$ cat src/rtl/tpt_pkg.sv
// ----------------------------------------------------------------------------
// tpt_pkg
// ntc table, segment constants and shared types for the temperature unit
// ----------------------------------------------------------------------------
`default_nettype none

package tpt_pkg;

  localparam int unsigned NTC_POINTS  = 20;
  localparam int unsigned STEP_CENTI  = 500;
  localparam logic [13:0] ERROR_CENTI = 14'd10000;
  localparam logic [13:0] MAX_CENTI   = 14'd9500;
  localparam int unsigned RECIP_SHIFT = 31;

  // configuration register indexes
  localparam logic [1:0] REG_FIRST_VALID  = 2'd0;
  localparam logic [1:0] REG_SECOND_VALID = 2'd1;
  localparam logic [1:0] REG_OPEN_MV      = 2'd2;

  // thermistor to nominal resistance ratio, units of 1e-5, 0 to 95 C in 5 C steps
  localparam int unsigned RATIO [20] = '{
    326500, 253900, 199000, 157100, 124900,
    100000,  80570,  65310,  53270,  43690,
     36030,  29860,  24880,  20830,  17520,
     14810,  12580,  10720,   9177,   7885
  };

  // floor(2^31 / (33 * (ratio[i-1] - ratio[i]))), entry 0 unused
  localparam logic [15:0] RECIP [20] = '{
    16'd0,
    16'((64'd1 << 31) / (33 * (326500 - 253900))),
    16'((64'd1 << 31) / (33 * (253900 - 199000))),
    16'((64'd1 << 31) / (33 * (199000 - 157100))),
    16'((64'd1 << 31) / (33 * (157100 - 124900))),
    16'((64'd1 << 31) / (33 * (124900 - 100000))),
    16'((64'd1 << 31) / (33 * (100000 -  80570))),
    16'((64'd1 << 31) / (33 * ( 80570 -  65310))),
    16'((64'd1 << 31) / (33 * ( 65310 -  53270))),
    16'((64'd1 << 31) / (33 * ( 53270 -  43690))),
    16'((64'd1 << 31) / (33 * ( 43690 -  36030))),
    16'((64'd1 << 31) / (33 * ( 36030 -  29860))),
    16'((64'd1 << 31) / (33 * ( 29860 -  24880))),
    16'((64'd1 << 31) / (33 * ( 24880 -  20830))),
    16'((64'd1 << 31) / (33 * ( 20830 -  17520))),
    16'((64'd1 << 31) / (33 * ( 17520 -  14810))),
    16'((64'd1 << 31) / (33 * ( 14810 -  12580))),
    16'((64'd1 << 31) / (33 * ( 12580 -  10720))),
    16'((64'd1 << 31) / (33 * ( 10720 -   9177))),
    16'((64'd1 << 31) / (33 * (  9177 -   7885)))
  };

  typedef enum logic [1:0] {
    STAT_OK    = 2'd0,
    STAT_UNCAL = 2'd1,
    STAT_OPEN  = 2'd2
  } status_t;

  // result of the front stage
  typedef struct packed {
    status_t     status;
    logic        bypass;  // value holds the final temperature
    logic [13:0] value;
    logic [4:0]  seg;     // table segment, 1..19
    logic [30:0] y;       // rounded-up numerator of the interpolation
  } front_t;

  // result of the reciprocal multiply
  typedef struct packed {
    front_t     f;
    logic [9:0] q0;       // quotient estimate, low by at most one
  } quot_t;

  // smallest millivolt sum at or above entry i: ceil(ratio * 33 / 1000)
  function automatic logic [13:0] seg_threshold(input logic [4:0] i);
    return 14'((RATIO[i] * 33 + 999) / 1000);
  endfunction

  // ratio of entry i scaled to the millivolt sum times 1000
  function automatic logic [23:0] seg_offset(input logic [4:0] i);
    return 24'(RATIO[i] * 33);
  endfunction

  // span of segment i on the same scale
  function automatic logic [21:0] seg_den(input logic [4:0] i);
    return 22'(33 * (RATIO[i - 5'd1] - RATIO[i]));
  endfunction

endpackage

`default_nettype wire

$ cat src/rtl/tpt_front.sv
// ----------------------------------------------------------------------------
// tpt_front
// error checks, table segment search and interpolation numerator
// ----------------------------------------------------------------------------
`default_nettype none

module tpt_front (
  input  wire logic [11:0]     first_mv,
  input  wire logic [11:0]     second_mv,
  input  wire logic            first_valid,
  input  wire logic            second_valid,
  input  wire logic [11:0]     open_mv,
  output tpt_pkg::front_t      f
);

  logic [12:0] sum_mv;
  logic [19:1] ge;
  logic [4:0]  seg;
  logic [23:0] n_wide;
  logic [21:0] n;
  logic [21:0] den;

  assign sum_mv = 13'(first_mv) + 13'(second_mv);

  // thermometer of sum >= entry, then the first entry that is reached
  always_comb begin
    for (int i = 1; i < 20; i++) begin
      ge[i] = {1'b0, sum_mv} >= tpt_pkg::seg_threshold(5'(i));
    end
    seg = 5'd19;
    for (int i = 19; i >= 1; i--) begin
      if (ge[i]) begin
        seg = 5'(i);
      end
    end
  end

  assign n_wide = 24'(sum_mv) * 24'd1000 - tpt_pkg::seg_offset(seg);
  assign n      = n_wide[21:0];
  assign den    = tpt_pkg::seg_den(seg);

  always_comb begin
    f.seg    = seg;
    f.y      = 31'(n) * 31'd500 + 31'(den) - 31'd1;
    f.bypass = 1'b1;
    f.value  = tpt_pkg::ERROR_CENTI;
    f.status = tpt_pkg::STAT_OK;
    if (!first_valid || !second_valid) begin
      f.status = tpt_pkg::STAT_UNCAL;
    end else if (first_mv >= open_mv || second_mv >= open_mv) begin
      f.status = tpt_pkg::STAT_OPEN;
    end else if ({1'b0, sum_mv} >= tpt_pkg::seg_threshold(5'd0)) begin
      f.value = 14'd0;
    end else if (!ge[19]) begin
      f.value = tpt_pkg::MAX_CENTI;
    end else begin
      f.bypass = 1'b0;
    end
  end

endmodule

`default_nettype wire

$ cat src/rtl/tpt_quot.sv
// ----------------------------------------------------------------------------
// tpt_quot
// quotient estimate by multiplying with the segment reciprocal
// ----------------------------------------------------------------------------
`default_nettype none

module tpt_quot (
  input  wire tpt_pkg::front_t f,
  output tpt_pkg::quot_t       q
);

  logic [46:0] prod;

  assign prod = 47'(f.y) * 47'(tpt_pkg::RECIP[f.seg]);

  always_comb begin
    q.f  = f;
    q.q0 = prod[tpt_pkg::RECIP_SHIFT +: 10];
  end

endmodule

`default_nettype wire

$ cat src/rtl/tpt_fix.sv
// ----------------------------------------------------------------------------
// tpt_fix
// one-step quotient correction and final temperature
// ----------------------------------------------------------------------------
`default_nettype none

module tpt_fix (
  input  wire tpt_pkg::quot_t  q,
  output logic [13:0]          temp_centi,
  output tpt_pkg::status_t     status
);

  logic [32:0] next_mult;
  logic        corr;
  logic [13:0] base;
  logic [13:0] x;

  // estimate is low by one when y still covers another full span
  assign next_mult = (33'(q.q0) + 33'd1) * 33'(tpt_pkg::seg_den(q.f.seg));
  assign corr      = 33'(q.f.y) >= next_mult;
  assign base      = 14'(q.f.seg) * 14'(tpt_pkg::STEP_CENTI);
  assign x         = 14'(q.q0) + 14'(corr);

  assign temp_centi = q.f.bypass ? q.f.value : base - x;
  assign status     = q.f.status;

endmodule

`default_nettype wire

$ cat src/rtl/thermistor_pair_to_temperature_unit.sv
// stages: four registers, input, front, quotient and output, lie between s_tdata and m_tvalid
// throughput: one word per cycle unless m_tready stalls; a stage passes on once the next frees
// the deepest path is the 31 x 16 reciprocal multiply between stage one and two
// reset (rst, synchronous): empties every stage, channels marked uncalibrated,
// open-sensor threshold back to 2450 mV
// ----------------------------------------------------------------------------
// thermistor_pair_to_temperature_unit
// two ntc divider voltages to a temperature in hundredths of a degree
// ----------------------------------------------------------------------------
`default_nettype none

module thermistor_pair_to_temperature_unit (
  input  wire logic        clk,
  input  wire logic        rst,
  // input stream
  input  wire logic        s_tvalid,
  output logic             s_tready,
  input  wire logic [23:0] s_tdata,    // first_sample_mv [11:0], second_sample_mv [23:12]
  // result stream
  output logic             m_tvalid,
  input  wire logic        m_tready,
  output logic [15:0]      m_tdata,    // temperature_centi_c [13:0], zero [15:14]
  output logic [1:0]       m_tuser,    // status [1:0]
  // configuration writes
  input  wire logic        cfg_we,
  input  wire logic [1:0]  cfg_index,
  input  wire logic [11:0] cfg_data
);

  // configuration registers
  logic        first_valid;
  logic        second_valid;
  logic [11:0] open_mv;

  // stage valids
  logic v_in, v1, v2, v_out;
  logic rdy_out, rdy2, rdy1, rdy_in;

  // stage payloads
  logic [11:0]      first_mv;
  logic [11:0]      second_mv;
  tpt_pkg::front_t  front_d, front_q;
  tpt_pkg::quot_t   quot_d, quot_q;
  logic [13:0]      temp_d, temp_q;
  tpt_pkg::status_t status_d, status_q;

  always_ff @(posedge clk) begin
    if (rst) begin
      first_valid  <= 1'b0;
      second_valid <= 1'b0;
      open_mv      <= 12'd2450;
    end else if (cfg_we) begin
      case (cfg_index)
        tpt_pkg::REG_FIRST_VALID:  first_valid  <= cfg_data[0];
        tpt_pkg::REG_SECOND_VALID: second_valid <= cfg_data[0];
        tpt_pkg::REG_OPEN_MV:      open_mv      <= cfg_data;
        default: ;
      endcase
    end
  end

  // each stage moves on when it is empty or its successor moves on
  assign rdy_out  = !v_out || m_tready;
  assign rdy2     = !v2 || rdy_out;
  assign rdy1     = !v1 || rdy2;
  assign rdy_in   = !v_in || rdy1;
  assign s_tready = rdy_in;

  always_ff @(posedge clk) begin
    if (rst) begin
      v_in  <= 1'b0;
      v1    <= 1'b0;
      v2    <= 1'b0;
      v_out <= 1'b0;
    end else begin
      if (rdy_in)  v_in  <= s_tvalid;
      if (rdy1)    v1    <= v_in;
      if (rdy2)    v2    <= v1;
      if (rdy_out) v_out <= v2;
    end
  end

  // payload registers, no reset
  always_ff @(posedge clk) begin
    if (rdy_in) begin
      first_mv  <= s_tdata[11:0];
      second_mv <= s_tdata[23:12];
    end
    if (rdy1) begin
      front_q <= front_d;
    end
    if (rdy2) begin
      quot_q <= quot_d;
    end
    if (rdy_out) begin
      temp_q   <= temp_d;
      status_q <= status_d;
    end
  end

  // checks, segment search and numerator
  tpt_front u_front (
    .first_mv     (first_mv),
    .second_mv    (second_mv),
    .first_valid  (first_valid),
    .second_valid (second_valid),
    .open_mv      (open_mv),
    .f            (front_d)
  );

  // reciprocal multiply
  tpt_quot u_quot (
    .f (front_q),
    .q (quot_d)
  );

  // correction and final subtract
  tpt_fix u_fix (
    .q          (quot_q),
    .temp_centi (temp_d),
    .status     (status_d)
  );

  assign m_tvalid = v_out;
  assign m_tdata  = {2'b00, temp_q};
  assign m_tuser  = status_q;

endmodule

`default_nettype wire

$ cat config.mk
export PLATFORM = sky130hd
export DESIGN_NAME = thermistor_pair_to_temperature_unit
export DESIGN_NICKNAME = d
export VERILOG_FILES = /design/src/rtl/tpt_pkg.sv /design/src/rtl/tpt_front.sv /design/src/rtl/tpt_quot.sv /design/src/rtl/tpt_fix.sv /design/src/rtl/thermistor_pair_to_temperature_unit.sv
export SDC_FILE = /design/constraint.sdc
export NUM_CORES = 2
export LEC_CHECK = 0
export ABC_AREA = 0
export BUFFER_PORTS_ARGS = -buffer_cell sky130_fd_sc_hd__clkbuf_2
export CORE_AREA = 2 2 393 395
export CTS_BUF_LIST = sky130_fd_sc_hd__clkbuf_16
export CTS_CLUSTER_DIAMETER = 50
export DETAILED_ROUTE_END_ITERATION = 8
export DIE_AREA = 0 0 395 397
export PLACE_DENSITY = 0.42
export SYNTH_ARGS = -nofsm -noshare
export SYNTH_HDL_FRONTEND = slang
export SYNTH_SLANG_ARGS = --single-unit
$ cat constraint.sdc
create_clock -name clk -period 42.4 [get_ports clk]
set_input_delay 0 -clock clk [delete_from_list [all_inputs] [get_ports clk]]
set_output_delay 0 -clock clk [all_outputs]
set_load 0.05 [all_outputs]
==> metrics.yaml <==
netlist_instances: 5115
drt-total-wl_mm: 130
avgSynthCellArea_um2: 8.89
crit_buf_inv: 6
critPathKind: "reg2reg"
grt_pass1_vias: 36800
h-tree-depth: 4
antenna_left: 0
synthFlopType: "edfxtp_1"
met2_usage_pct: 29.6
cts_tree: "built"
clk_pin_slew_ns: 0.07
whs_path_depth: 2
crit_top_cell: "o21ai_0"
insertion_delay_ns: 0.46
firstDrtPassIters: 6
timing.setup.tns_ns: 0
worst_ep_required_time_ns: 42.60
synth-edff-count: 132
tightest_slew_ns: 1.34
path_max_fanout: 23
crit_cells: 74
initial_utilization_pct: 29.7
synth-async-reset-ratio_pct: 0
finalSetupViolations: 0
synth_seq_area_share_pct: 9.51
cpMaxStageDelayCell: "xnor2_1"
end_kind: "flip-flop"
r2r_cells: 74
drive_gt1_share_pct: 5.06
fmax_ghz: 0.0518
cp.arrival_ns: 19.51
ys_ff_latch: 150
grt_pass1_wl_mm: 214
io_pins: 63
rsz0062_at_grt: "no"
slew_headroom_pct: 9.35
drv_slew: 0
final.setup_skew_ns: 0.0102
final_nets: 6584
vias_per_cell: 4.72
track_usage_pct: 17.2
grt_remaining_overflow: 0
hold_violations: 0
drc_errors: 0
place.port_buffers: 60
period_minus_slack_ns: 19.30
min_period_over_period_pct: 45.5
antenna_found_initial: 6
grt_max_degree: 52
area_delta_synth_final_pct: 8.85
min_path_type: "in2reg"
gp_congestion: 0.841
core_area_um2: 153000
busiest_layer: "met2"
rows: 144
cp_slowest_stage_delay_ns: 0.93
detail_route.wl_per_cell_um: 18.1
gr-usage-met1_pct: 24.2
vias: 34100
synth.cell_area_um2: 45500
cts.sinks: 150
hpwl_mm: 104
clockBufferDepth: 2
status: "finished, final reports clean"
critPathLaunchType: "flip-flop"
cts-root-buf: "clkbuf_16"
drtIter0Drc: 1733
ys.warnings.count: 0
seq_area_um2: 4320
cts_made_buffers: 17
multi_input_area_um2: 37100
crit_family: "compound AO/OA/AOI/OAI gates"
die_h_um: 397
max-cap-violations: 0
fillers: 16100
die_w_um: 395
met3_usage_pct: 1.46
dieArea_um2: 157000
ys_types: 115
-- final cells by class --
| class | count | area share (%) |
|---|---|---|
| Antenna cell | 4 | 0.0202 |
| Clock buffer | 17 | 0.860 |
| Clock inverter | 15 | 0.311 |
| Inverter | 921 | 6.99 |
| Multi-Input combinational cell | 3876 | 75.0 |
| Sequential cell | 150 | 8.74 |
| Tap cell | 2044 | 5.17 |
| Timing Repair Buffer | 196 | 2.94 |
-- repair_timing --
item                       in CTS  in global routing
hold endpoints to repair       42                  0
buffers inserted                0                  0
hold buffers                   54                  0
resized for setup               0                  0
setup endpoints to repair       0                  0
-- per-stage QoR --
step | worst slack [ns] | util, % | hold slack, ns | std cells | instance area (um^2)
finish | 23.10 | 32.4 | 0.248 | 7223 | 49500
global route | 21.24 | 32.4 | 0.216 | 7220 | 49500
CTS | 22.97 | 32.3 | 0.208 | 7219 | 49500
detailed placement | 23.11 | 31.6 | 0.179 | 7133 | 48400
global placement | 23.50 | 31.6 | 0.177 | 7133 | 48400
floorplan | 26.56 | - | 0.0989 | 5116 | 45500
-- cell families after synthesis --
group	synth area share [%]
simple gates	15.4
fa+ha+maj	49.7
buf+inv	9.14
compound gates	10.9
xor+xnor	4.78
flops	9.51
mux	0.567
other cells	0.00825
-- worst paths after layout --
kind / start / endpoint / slack, ns
worst max register to register: quot_q[43] / temp_q[11] / 23.10
worst max-delay path: quot_q[43] / temp_q[11] / 23.10
worst min-delay path: s_tdata[2] / first_mv[2] / 0.25
worst min register to register: front_q[51] / quot_q[61] / 0.42
-- routing by layer --
metal / share of wire [%] / routed length, um / up-vias
met3: 2.9 / 3730 / 62
met1: 48 / 62900 / 17100
met5: 0.010 / 13 / -
li1: - / - / 16500
met4: 0.95 / 1240 / 2
met2: 48 / 62600 / 449
-- state kept, by name, summed over array words and instances, names as in the netlist --
register and flops:
first_mv 12, first_valid 1, front_q 41, m_tuser 2
m_tvalid 1, open_mv 12, quot_q 51, second_mv 12
second_valid 1, temp_q 14, v1 1, v2 1
v_in 1
-- synthesized netlist by cell type, types with 7 or more instances --
cell        n  area (um^2)
a211o_1    15          131
a211oi_1   26          195
a21boi_0   15          113
a21o_1     70          526
a21oi_1   217         1090
a31o_2      7         61.3
a31oi_1    36          225
and2_1    180         1130
and3_1     31          194
clkbuf_1  151          567
clkinv_1    7         26.3
dfxtp_1    18          360
edfxtp_1  132         3960
fa_1      711        14200
ha_1      668         8360
inv_1     909         3410
mux2i_1    13          130
nand2_1   674         2530
nand2b_1   73          457
nand3_1    47          235
nand4_1    27          169
nor2_1    211          792
nor2b_1    82          513
nor3_1     61          305
o211ai_1   22          165
o21a_1     37          278
o21ai_0   148          741
o21ai_1    11         55.1
o21bai_1   32          240
o22ai_1     8         50.1
o31ai_1    12         90.1
o41ai_1     7         61.3
or2_2      12         75.1
or3_1      26          163
xnor2_1   175         1530
xor2_1     68          596
-- layout by cell type (no fill, tap or decap), drive strengths merged, types with 27 or more instances in the layout --
| cell type | n |
|---|---|
| or3 | 27 |
| a211oi | 29 |
| fa | 711 |
| and3 | 31 |
| nand4 | 28 |
| buf | 82 |
| clkbuf | 77 |
| ha | 668 |
| and2 | 182 |
| nor2 | 214 |
| inv | 916 |
| nor2b | 82 |
| nand3 | 48 |
| o21bai | 33 |
| xnor2 | 175 |
| a21oi | 219 |
| xor2 | 68 |
| nand2b | 73 |
| edfxtp | 132 |
| nor3 | 67 |
| a21o | 71 |
| o21a | 37 |
| o21ai | 160 |
| a31oi | 36 |
| nand2 | 676 |
| dlygate4sd3 | 54 |
Power is left out: the tool's default activity adds up to more than one toggle a clock period on the data nets, which glitch-free logic cannot reach.
